## src/hdl/frame_fifo_drop_oldest_defines.svh

```systemverilog
// ----------------------------------------------------------------------------
// Assertion macros for the frame queue
// Each macro names the clock and reset of the module that uses it.
// ----------------------------------------------------------------------------
`ifndef FRAME_FIFO_DROP_OLDEST_DEFINES_SVH
`define FRAME_FIFO_DROP_OLDEST_DEFINES_SVH

// Consequent must hold in the same cycle as the antecedent
`define FFDO_ASSERT_SAME(lbl, ante, cons) \
    lbl: assert property (@(posedge clk) disable iff (!rst_n) (ante) |-> (cons)) \
        else $error("frame queue check failed");

// Consequent must hold in the cycle after the antecedent
`define FFDO_ASSERT_NEXT(lbl, ante, cons) \
    lbl: assert property (@(posedge clk) disable iff (!rst_n) (ante) |=> (cons)) \
        else $error("frame queue check failed");

`endif

```

## src/hdl/ffdo_pkg.sv

```systemverilog
`timescale 1ns / 1ps
// ----------------------------------------------------------------------------
// ffdo_pkg
// Command codes, register indexes and the status bundle of the frame queue.
// ----------------------------------------------------------------------------
package ffdo_pkg;

    // Commands
    localparam logic [1:0] CMD_PUSH  = 2'd0;
    localparam logic [1:0] CMD_POP   = 2'd1;
    localparam logic [1:0] CMD_QUERY = 2'd2;

    // Configuration register indexes
    localparam logic REG_SLOT_COUNT  = 1'b0;
    localparam logic REG_DROP_OLDEST = 1'b1;

    localparam int CFG_DATA_W = 9;
    localparam int OCC_W      = 8;
    localparam int FRAME_W    = 32;

    // Status of one finished command, valid while done is high
    typedef struct packed {
        logic             done;
        logic             success;
        logic             pop;
        logic             dropped;
        logic [OCC_W-1:0] occupancy;
        logic             is_empty;
        logic             is_full;
    } result_t;

endpackage

```

## src/hdl/ffdo_ctrl.sv

```systemverilog
`timescale 1ns / 1ps
// ----------------------------------------------------------------------------
// ffdo_ctrl
// Pointer logic: decode a command, move the ring pointers, drive the frame
// store write and report status in the next cycle.
// ----------------------------------------------------------------------------
module ffdo_ctrl #(
    parameter int MAX_SLOTS = 256,
    parameter int PW        = 8
) (
    input  logic                             clk,
    input  logic                             rst_n,
    input  logic                             accept,
    input  logic [1:0]                       command,
    input  logic                             cfg_we,
    input  logic                             cfg_index,
    input  logic [ffdo_pkg::CFG_DATA_W-1:0]  cfg_data,
    output logic                             mem_we,
    output logic [PW-1:0]                    mem_waddr,
    output logic [PW-1:0]                    mem_raddr,
    output ffdo_pkg::result_t                result
);

    localparam int CW         = (PW + 1 > ffdo_pkg::CFG_DATA_W + 1) ? PW + 1
                                                                    : ffdo_pkg::CFG_DATA_W + 1;
    localparam int RESET_RING = (MAX_SLOTS < 256) ? MAX_SLOTS : 256;

    logic [PW-1:0] wp_reg, wp_next;
    logic [PW-1:0] rp_reg, rp_next;
    logic [PW-1:0] ring_last_reg, ring_last_next;
    logic          drop_oldest_reg, drop_oldest_next;
    logic          done_reg, success_reg, pop_reg, dropped_reg;
    logic          success_next, pop_next, dropped_next;
    logic [CW-1:0] slots;
    logic [PW-1:0] wp_adv;
    logic [PW:0]   held;

    function automatic logic [PW-1:0] advance(input logic [PW-1:0] p,
                                              input logic [PW-1:0] last);
        advance = (p == last) ? '0 : p + 1'b1;
    endfunction

    // Clamp the ring size written to slot_count into 2..MAX_SLOTS
    always_comb
    begin
        slots = CW'(cfg_data);
        if (slots < CW'(2))
        begin
            slots = CW'(2);
        end
        else if (slots > CW'(MAX_SLOTS))
        begin
            slots = CW'(MAX_SLOTS);
        end
    end

    assign wp_adv = advance(wp_reg, ring_last_reg);

    // Decode the command and advance the pointers
    always_comb
    begin
        wp_next          = wp_reg;
        rp_next          = rp_reg;
        ring_last_next   = ring_last_reg;
        drop_oldest_next = drop_oldest_reg;
        success_next     = 1'b0;
        pop_next         = 1'b0;
        dropped_next     = 1'b0;
        mem_we           = 1'b0;
        if (cfg_we)
        begin
            unique case (cfg_index)
                ffdo_pkg::REG_SLOT_COUNT:
                begin
                    ring_last_next = PW'(slots - CW'(1));
                    wp_next        = '0;
                    rp_next        = '0;
                end
                ffdo_pkg::REG_DROP_OLDEST:
                begin
                    drop_oldest_next = cfg_data[0];
                end
                default:
                begin
                    drop_oldest_next = drop_oldest_reg;
                end
            endcase
        end
        else if (accept)
        begin
            unique case (command)
                ffdo_pkg::CMD_PUSH:
                begin
                    if (wp_adv != rp_reg)
                    begin
                        mem_we       = 1'b1;
                        wp_next      = wp_adv;
                        success_next = 1'b1;
                    end
                    else if (drop_oldest_reg)
                    begin
                        // Full: drop the oldest frame, then store
                        rp_next      = advance(rp_reg, ring_last_reg);
                        mem_we       = 1'b1;
                        wp_next      = wp_adv;
                        success_next = 1'b1;
                        dropped_next = 1'b1;
                    end
                end
                ffdo_pkg::CMD_POP:
                begin
                    if (wp_reg != rp_reg)
                    begin
                        rp_next      = advance(rp_reg, ring_last_reg);
                        success_next = 1'b1;
                        pop_next     = 1'b1;
                    end
                end
                default:
                begin
                    // Query and the unused code: status only
                    success_next = 1'b0;
                end
            endcase
        end
    end

    assign mem_waddr = wp_reg;
    assign mem_raddr = rp_reg;

    // Hold pointers, policy and the per-beat flags
    always_ff @(posedge clk or negedge rst_n)
    begin
        if (!rst_n)
        begin
            wp_reg          <= '0;
            rp_reg          <= '0;
            ring_last_reg   <= PW'(RESET_RING - 1);
            drop_oldest_reg <= 1'b0;
            done_reg        <= 1'b0;
            success_reg     <= 1'b0;
            pop_reg         <= 1'b0;
            dropped_reg     <= 1'b0;
        end
        else
        begin
            wp_reg          <= wp_next;
            rp_reg          <= rp_next;
            ring_last_reg   <= ring_last_next;
            drop_oldest_reg <= drop_oldest_next;
            done_reg        <= accept && !cfg_we;
            success_reg     <= success_next;
            pop_reg         <= pop_next;
            dropped_reg     <= dropped_next;
        end
    end

    // Status after the operation comes straight from the updated pointers
    always_comb
    begin
        if (wp_reg >= rp_reg)
        begin
            held = {1'b0, wp_reg} - {1'b0, rp_reg};
        end
        else
        begin
            held = {1'b0, wp_reg} + {1'b0, ring_last_reg - rp_reg} + (PW+1)'(1);
        end
    end

    always_comb
    begin
        result.done      = done_reg;
        result.success   = success_reg;
        result.pop       = pop_reg;
        result.dropped   = dropped_reg;
        result.occupancy = (32'(held) > 32'd255) ? 8'hFF : ffdo_pkg::OCC_W'(held);
        result.is_empty  = (wp_reg == rp_reg);
        result.is_full   = (wp_adv == rp_reg);
    end

endmodule

```

## config.mk

```make
export PLATFORM = sky130hd
export DESIGN_NAME = ffdo_ctrl
export DESIGN_NICKNAME = d
export VERILOG_FILES = /design/src/hdl/frame_fifo_drop_oldest_defines.svh /design/src/hdl/ffdo_pkg.sv /design/src/hdl/ffdo_ctrl.sv
export SDC_FILE = /design/constraint.sdc
export NUM_CORES = 1
export LEC_CHECK = 0
export BUFFER_PORTS_ARGS = -buffer_cell sky130_fd_sc_hd__buf_2
export CORE_ASPECT_RATIO = 0.75
export CORE_MARGIN = 2
export CORE_UTILIZATION = 53
export CTS_BUF_LIST = sky130_fd_sc_hd__clkbuf_4 sky130_fd_sc_hd__clkbuf_8 sky130_fd_sc_hd__clkbuf_16
export DETAILED_ROUTE_END_ITERATION = 8
export PLACE_DENSITY = 0.78
export SLEW_MARGIN = 20
export SYNTH_ARGS = -nofsm -noshare
export SYNTH_HDL_FRONTEND = slang
export SYNTH_SLANG_ARGS = --single-unit
```

## constraint.sdc

```tcl
create_clock -name clk -period 3.4 [get_ports clk]
set_input_delay 0.34 -clock clk [delete_from_list [all_inputs] [get_ports clk]]
set_output_delay 0.34 -clock clk [all_outputs]
set_load 0.01 [all_outputs]
```

==> results of run 1 <==
-- cell type report --
type,count,area (um^2)
clock buffer,7,90.1
clock inverter,1,30.0
fill,464,1910
inverter,31,120
multi-input combinational,299,2250
sequential,29,738
tap,78,97.6
timing repair buffer,82,500
-- stage by stage --
| stage | hold WS (ns) | setup TNS [ns] | std cells |
|---|---|---|---|
| after detailed placement | 0.416 | -0.0877 | 505 |
| after global placement | 0.410 | 0 | 505 |
| after global routing | 0.133 | -2.59 | 527 |
| after floorplan | 0.0444 | 0 | 377 |
| after CTS | 0.105 | -1.19 | 524 |
| final | 0.0866 | -1.75 | 527 |
-- worst paths after layout --
path / startpoint / end / slack, ns
setup / recovery: ring_last_reg[0] / result[7] / -0.27
hold / removal: rst_n / mem_waddr[3] / 0.09
setup reg to reg: mem_waddr[1] / mem_waddr[3] / 0.29
hold reg to reg: ring_last_reg[5] / ring_last_reg[5] / 0.50
max in group asynchronous: rst_n / mem_raddr[0] / 2.83
min in group clk: cfg_we / done_reg / 0.28
-- power by group through the flow --
stage               Sequential, mW  Combinational [mW]  Clock (mW)
finish                       0.431                1.48       0.388
global route                 0.434                1.62       0.408
CTS                          0.425                1.37       0.388
detailed placement           0.432                1.28           0
global placement             0.431                1.25           0
floorplan                    0.440               0.883           0
-- cell usage in the layout, fill, tap and decap left out, types with 3 or more instances in the layout --
| cell type | n |
|---|---|
| o22a_1 | 3 |
| nand3_1 | 14 |
| nor2b_1 | 6 |
| o21ai_1 | 3 |
| nor2_1 | 28 |
| a31oi_1 | 5 |
| nand4_1 | 7 |
| o21ai_2 | 3 |
| o21bai_1 | 3 |
| clkbuf_8 | 6 |
| a21oi_2 | 6 |
| o21ai_0 | 22 |
| nor3_1 | 10 |
| dfstp_2 | 8 |
| dfrtp_1 | 19 |
| nand2_1 | 31 |
| mux2i_1 | 4 |
| inv_2 | 3 |
| a211o_1 | 4 |
| xnor2_1 | 21 |
| xor2_1 | 16 |
| inv_1 | 27 |
| buf_4 | 36 |
| a21o_1 | 6 |
| o2bb2ai_1 | 6 |
| a21oi_1 | 17 |
| buf_2 | 46 |
| ha_1 | 24 |
| and3_1 | 3 |
| or3_1 | 3 |
| nand2b_1 | 6 |
-- critical path, stage by stage (launching register included) --
cell and delay (ns):
dfstp_2 0.56, inv_2 0.05, ha_4 0.16, inv_2 0.06, fa_2 0.46, fa_2 0.36
a21o_1 0.17, a21oi_2 0.16, o21bai_1 0.10, a21oi_2 0.19, nor2_1 0.08, a211oi_2 0.21
nand2_1 0.13, o22a_1 0.22, buf_2 0.13
-- cell families (layout without fill, tap and decap cells) --
kind of cell | Yosys count | count (layout) | synth area share (%)
AOI/OAI and AO/OA | 100 | 100 | 21.6
and+or+nand+nor | 125 | 125 | 21.5
xor gates and xnor gates | 38 | 38 | 11.1
muxes | 7 | 7 | 2.49
adders and majority gates | 29 | 29 | 12.4
DFF | 29 | 29 | 23.6
buffers and inverters | 49 | 121 | 7.31
-- per-layer routing --
metal | wire [um] | share of wire (%)
met5 | 0 | 0
met4 | 232 | 2.5
met3 | 744 | 7.9
met2 | 4420 | 47
met1 | 4050 | 43
-- what timing repair did --
action	CTS	global route
pin swaps	18	15
gates cloned	0	0
buffers inserted	11	3
setup endpoints to repair	8	9
gates resized for setup	6	18
==> results.cfg, run 1 <==
[outcome]
status = finished with violations
violations = setup timing

[grt]
grt_remaining_overflow = 0
met3_usage_pct = 7.66
grt_pass1_vias = 3102
use_met2_pct = 48.3
grt_util_all_layers_pct = 29.4
grt_pass1_wl_um = 14900
grtUsageMet1_pct = 37.0
busiest_layer = met2
grt_max_degree = 30
antenna_found_initial = 0

[detailed_routing]
routedWlPerCell_um = 17.9
drtIter0Drc = 211
drtAntennaViolNets = 0
drt-pass1-iter-count = 5
vias_per_cell = 6.00
drc = 0
vias = 3163
wl_um = 9440

[pwr]
pwr-share-comb_pct = 64.4
seq_power_share_pct = 18.7
power_leakage_nw = 1.75
clkPwrFrac_pct = 16.9
power_mw = 2.30
power_density_nw_per_um2 = 601
peakVddDrop_uv = 308
p_int_mw = 1.33
switching_share_pct = 42.3
p_switching_uw = 973

[floorplanning]
start_util_pct = 54.3
die_h_um = 70.4
core_area_um2 = 5740
dieArea_um2 = 6510
die_w_um = 92.5
row_count = 24
io_pins = 47

[synth]
synthTopCellsByArea = dfrtp_1 (17%), ha_1 (10%), dfstp_2 (6.7%)
syn_inst = 377
syn_avg_cell_area_um2 = 8.26
syn_area_um2 = 3120
yosys.area.top_type = dfrtp_1
synth.most_common_cell = nand2_1
ys_seq_area_share_pct = 23.6
ys_dominant_reg_cell = dfrtp_1
synth_edf_count = 0
synthArstFlopShare_pct = 100
synth.top_cell.area_share_pct = 16.9
syn_nets = 422
ys_ff_latch = 29
yosys-top-cells-count = nand2_1 (32), inv_1 (31), nor2_1 (29), ha_1 (26), o21ai_0 (24)
yosysWarnings = 0
ys_types = 61

[flow_run]
cap_viol_max_count = 0

[final_layout]
area_growth_pct = 22.7
nets = 493
diodes = 0
fin_util_pct = 66.6
design_area_um2 = 3820
drive_above_1_share_pct = 30.5

[critical_path]
worstPathRequired_ns = 3.06
crit_fanout = 3
arrival_ns = 3.33
reg2reg_depth = 9
start_kind = register
end_kind = primary output
crit_type = reg2out

[place]
gp_congestion = 0.918
io_buffers = 46
pre_cts_ws_ns = -0.0417
dpl_cell_area_um2 = 3510
place_hpwl_um = 6720

[clock_tree]
clkLatencyLatePin_ns = 0.29
cts.sinks = 29
cts_buffer_depth = 2
clockRootBuffer = clkbuf_8
htree_levels = 2
clkTransAtPathRegs_ns = 0.07
cts_tree = built
numCtsBuffers = 5
cts.hold.buffers_added = 0

[timing]
tightest_slew_ns = 0.719
finalCritPeriodShare_pct = 108
hold_viol = 0
worst_slack_ns = -0.272
period_minus_slack_ns = 3.67
finalMaxSlewViolations = 0
final-setup-viol-count = 8
timing.fmax_mhz = 272
finClkSkew_ns = 0.00904
rsz0062_at_grt = true
maxSlewHeadroom_pct = 51.5

[hold_path]
hold_class = in2async
(Power assumes the default switching activity.)
==> inputs of run 2 (changes only) <==
- BUFFER_PORTS_ARGS: -buffer_cell sky130_fd_sc_hd__buf_2 -> -buffer_cell sky130_fd_sc_hd__buf_4
==> run 2 against run 1 <==
Effect of this change:
- flip-flop and latch count is the same
- clock skew shrank 0.0025 ns
- hold slack gained 0.16 ns
- total power grew 6.5%
- non-clock buffer count shrank 3
- register-to-register slack lost 0.09 ns
- first-iteration DRC count shrank 26%
- count of clock-buffer cells in the layout is the same
- critical endpoint unchanged
- the run still ends with setup timing left
- worst setup slack gained 0.011 ns
- largest cell class unchanged
==> results.cfg, run 2 (synthesis results as in run 1) <==
[outcome]
status = finished with violations
violations = setup timing

[place]
place_hpwl_um = 6530
io_buffers = 46
gp_congestion = 0.920
pre_cts_ws_ns = -0.0736

[grt]
antenna_found_initial = 0
grt_util_all_layers_pct = 27.3
grt_remaining_overflow = 0
grt_pass1_wl_um = 14000
grt_max_degree = 30
grt_pass1_vias = 2895

[pwr]
power_density_nw_per_um2 = 619
power_leakage_nw = 1.78
peakVddDrop_uv = 332

[timing]
finalMaxSlewViolations = 0
hold_viol = 0
period_minus_slack_ns = 3.66
rsz0062_at_grt = true
whs_ns = 0.247
tightest_slew_ns = 0.663
final-setup-viol-count = 8
maxSlewHeadroom_pct = 55.8
finClkSkew_ns = 0.00651
timing.fmax_mhz = 273
finalCritPeriodShare_pct = 108
worst_slack_ns = -0.261

[floorplanning]
die_w_um = 92.5
start_util_pct = 54.3
row_count = 24
core_area_um2 = 5740
dieArea_um2 = 6510
die_h_um = 70.4
io_pins = 47

[hold_path]
min_from = cfg_we
whs_path_depth = 2
hold_class = in2reg
hold_path_end = done_reg

[clock_tree]
clkTransAtPathRegs_ns = 0.07
cts.sinks = 29
htree_levels = 2
clockRootBuffer = clkbuf_8
cts_buffer_depth = 2
cts_tree = built
clkLatencyLatePin_ns = 0.29
numCtsBuffers = 5

[final_layout]
area_growth_pct = 27.0
final_cell_mix = buf_4 (74), nand2_1 (32), inv_1 (28)
fillers = 445
nets = 490
diodes = 0
drive_above_1_share_pct = 30.3
final_common_cell = buf_4

[critical_path]
arrival_ns = 3.32
cp-startpoint = mem_raddr[1]
r2r-end = mem_waddr[4]
crit_fanout = 3
timing.rr.start = mem_waddr[3]
reg2reg_depth = 9
r2r_setup_slack_ns = 0.20
worstPathRequired_ns = 3.06
end_kind = primary output
crit_type = reg2out
start_kind = register

[detailed_routing]
routedWlPerCell_um = 17.9
vias_per_cell = 6.06
wl_um = 9360
drc = 0
drtIter0Drc = 157
drtAntennaViolNets = 0
vias = 3174
drt-pass1-iter-count = 5

[flow_run]
cap_viol_max_count = 0
run 2: changes by cell type in the layout (fill, tap and decap cells not counted), sizes merged:
cell         before  now
dlygate4sd3       0    1
buf              82   78
run 2: how the worst max path moves through the flow:
stage                     end  slack (ns)  cells after the start
floorplan           result[5]        0.02                     17
global placement    result[5]        0.06                     14
detailed placement  result[7]       -0.07                     14
CTS                 result[5]       -0.24                     17
global route        result[7]       -0.42                     16
finish              result[7]       -0.26                     17
run 2: report_power, final:
part	switching, mW	internal, mW
sequential	0.0372	0.391
clock	0.141	0.247
combinational	0.841	0.792
run 2: cell type report:
| class | instances | area [um^2] | share of cell area, % |
|---|---|---|---|
| Multi-Input combinational cell | 299 | 2270 | 57.4 |
| Clock inverter | 1 | 30.0 | 0.759 |
| Inverter | 31 | 120 | 3.04 |
| Tap cell | 78 | 97.6 | 2.47 |
| Timing Repair Buffer | 79 | 611 | 15.4 |
| Clock buffer | 7 | 90.1 | 2.28 |
| Sequential cell | 29 | 738 | 18.7 |
run 2: layer usage:
layer	GRT usage (%)	vias to the layer above	wire, um
met5	0	-	0
met4	5.80	0	93
met3	5.39	14	678
met2	44.3	157	4460
met1	37.9	1525	4130
li1	-	1478	-
run 2: timing repair:
item                       4_1_cts  5_1_grt
resized for setup                9       21
setup endpoints to repair        8       11
pin swaps                       16       24
buffers inserted                 6        4
hold buffers                     1        0
hold endpoints to repair        21        0
run 2: stage by stage:
step | power, mW | TNS, ns | util (%) | area (um^2) | std cells
after floorplan | 1.32 | 0 | - | 3140 | 377
after global placement | 1.77 | 0 | 63.2 | 3620 | 505
after detailed placement | 1.81 | -0.175 | 63.2 | 3620 | 505
after CTS | 2.28 | -1.47 | 66.9 | 3840 | 520
after global routing | 2.58 | -2.78 | 69.0 | 3960 | 524
final | 2.45 | -1.55 | 69.0 | 3960 | 524
run 2: critical path: stages (launching register included):
cell and delay (ns):
dfrtp_1 0.39, clkinvlp_4 0.13, ha_4 0.28, nor2b_4 0.14, o21ai_2 0.08, a21boi_2 0.19
o21a_1 0.16, nor2_2 0.05, o21bai_1 0.17, a21oi_2 0.07, xnor2_1 0.12, ha_1 0.36
nand2_1 0.11, nor2_2 0.05, a211oi_2 0.23, nand2_1 0.13, o22a_1 0.25, buf_6 0.13
==> inputs of run 3 (changes only) <==
- CORE_UTILIZATION: 53 -> 54
- CTS_BUF_LIST: sky130_fd_sc_hd__clkbuf_4 sky130_fd_sc_hd__clkbuf_8 sky130_fd_sc_hd__clkbuf_16 -> sky130_fd_sc_hd__clkbuf_8
- PLACE_DENSITY: 0.78 -> 0.79
==> run 3 against run 2 <==
Effect of this change:
- the flow still finishes with violations (setup timing)
- combinational power up 9%
- sequential share of layout area down 0.21 points
- die area down 1.8%
- utilization up 4.3 points
- register-to-register slack better by 0.10 ns
- flip-flop and latch count unchanged
- clock power down 3%
- wire length up 4.5%
- via count up 3.5%
- final area up 1.3%
- cell count unchanged
- sequential power about the same
- critical path type unchanged
- largest cell class unchanged
==> results.cfg, run 3 (synthesis results as in run 1) <==
[place]
dpl_cell_area_um2 = 3640
pre_cts_ws_ns = -0.0480
gp_congestion = 0.964
io_buffers = 46
place_hpwl_um = 6630
dp_cells = 505

[timing]
worst_slack_ns = -0.333
tightest_slew_ns = 0.686
maxSlewHeadroom_pct = 54.2
finClkSkew_ns = 0.00515
hold_viol = 0
timing.fmax_mhz = 268
final-setup-viol-count = 8
period_minus_slack_ns = 3.73
rsz0062_at_grt = true
finalCritPeriodShare_pct = 110
finalMaxSlewViolations = 0

[critical_path]
crit_type = reg2out
cp_cell_sequence = inv_1 > ha_2 > inv_2 > fa_2 > fa_2 > a21o_1 > a21oi_2 > o21bai_1 > a21oi_2 > nor2_2 > a211oi_2 > nand2_1 > o22a_1 > buf_6
critical_path_buf_inv_count = 3
end_kind = primary output
worst_path_max_delay_cell = dfstp_2
critical_path.top_delay_family = compound AO/OA/AOI/OAI gates
crit_fanout = 3
worstPathRequired_ns = 3.06
critical_path.max_stage_delay_ns = 0.53
arrival_ns = 3.39
start_kind = register

[floorplanning]
start_util_pct = 57.0
core_area_um2 = 5470
io_pins = 47
die_w_um = 91.7
die_h_um = 69.8
dieArea_um2 = 6400
row_count = 23

[grt]
grt_util_all_layers_pct = 28.6
antenna_found_initial = 0
grt_max_degree = 30
grt_remaining_overflow = 0
grt_pass1_wl_um = 14700
grt_pass1_vias = 3024

[detailed_routing]
vias_per_cell = 6.27
drtAntennaViolNets = 0
wl_um = 9780
drtIter0Drc = 310
vias = 3284
drt-pass1-iter-count = 5
drc = 0
routedWlPerCell_um = 18.7

[clock_tree]
htree_levels = 2
numCtsBuffers = 5
cts.sinks = 29
clkTransAtPathRegs_ns = 0.07
clkLatencyLatePin_ns = 0.29
cts_buffer_depth = 2
cts_tree = built
clockRootBuffer = clkbuf_8

[final_layout]
final_common_cell = buf_4
fin_cells = 524
fin_util_pct = 73.3
diodes = 0
nets = 493
final_cell_mix = buf_4 (74), nand2_1 (32), inv_1 (30)
area_growth_pct = 28.6
design_area_um2 = 4010
drive_above_1_share_pct = 30.7

[pwr]
switching_share_pct = 42.3
seq_power_share_pct = 16.5
power_density_nw_per_um2 = 645
power_leakage_nw = 1.80
p_int_mw = 1.49
p_switching_mw = 1.09
peakVddDrop_uv = 428
clkPwrFrac_pct = 14.6
pwr-share-comb_pct = 68.9

[outcome]
violations = setup timing
status = finished with violations

[flow_run]
cap_viol_max_count = 0

[hold_path]
hold_class = in2reg
-- run 3: changes by cell type in the layout (fill, tap and decap cells not counted), sizes merged --
cell,delta
inv,+1
clkbuf,-1
buf,+3
-- run 3: per-layer routing --
| metal | vias to the layer above | global-route usage [%] | routed length [um] |
|---|---|---|---|
| met5 | - | 0 | 0 |
| met4 | 0 | 7.79 | 284 |
| met3 | 37 | 7.28 | 933 |
| met2 | 211 | 46.1 | 4550 |
| met1 | 1551 | 38.2 | 4020 |
| li1 | 1485 | - | - |
-- run 3: per-stage QoR --
stage	power (mW)	hold WS [ns]	setup TNS [ns]
floorplan	1.32	0.0444	0
global placement	1.77	0.283	0
detailed placement	1.80	0.287	-0.0975
CTS	2.28	0.264	-1.44
global route	2.71	0.265	-3.60
finish	2.58	0.260	-2.39
-- run 3: repair_timing --
action,4_1_cts,5_1_grt
hold endpoints to repair,21,0
hold buffers,1,0
gates resized for setup,10,27
setup buffers,7,3
endpoints found under the setup margin,8,9
pin swaps,16,22
-- run 3: final timing paths --
kind / from / end / slack (ns) / cells past startpoint
min: cfg_we / done_reg / 0.26 / 2
max in group asynchronous: rst_n / ring_last_reg[6] / 2.56 / 2
min reg2reg: ring_last_reg[4] / ring_last_reg[4] / 0.51 / 2
max reg2reg: mem_waddr[0] / mem_waddr[4] / 0.30 / 11
min in group asynchronous: rst_n / mem_waddr[5] / 0.51 / 2
max: ring_last_reg[0] / result[7] / -0.33 / 14
-- run 3: power by group through the flow --
stage / logic, mW / registers (mW) / clock network [mW]
floorplan: 0.883 / 0.440 / 0
global placement: 1.34 / 0.428 / 0
detailed placement: 1.37 / 0.429 / 0
CTS: 1.48 / 0.424 / 0.373
global route: 1.88 / 0.430 / 0.394
finish: 1.78 / 0.425 / 0.377
-- run 3: area by class of cell --
cell class                 instances  area (um^2)
multi-input combinational        299         2290
sequential                        29          739
tap                               75         93.8
fill                             408         1460
timing repair buffer              82          644
clock buffer                       6         82.6
inverter                          31          120
clock inverter                     2         33.8
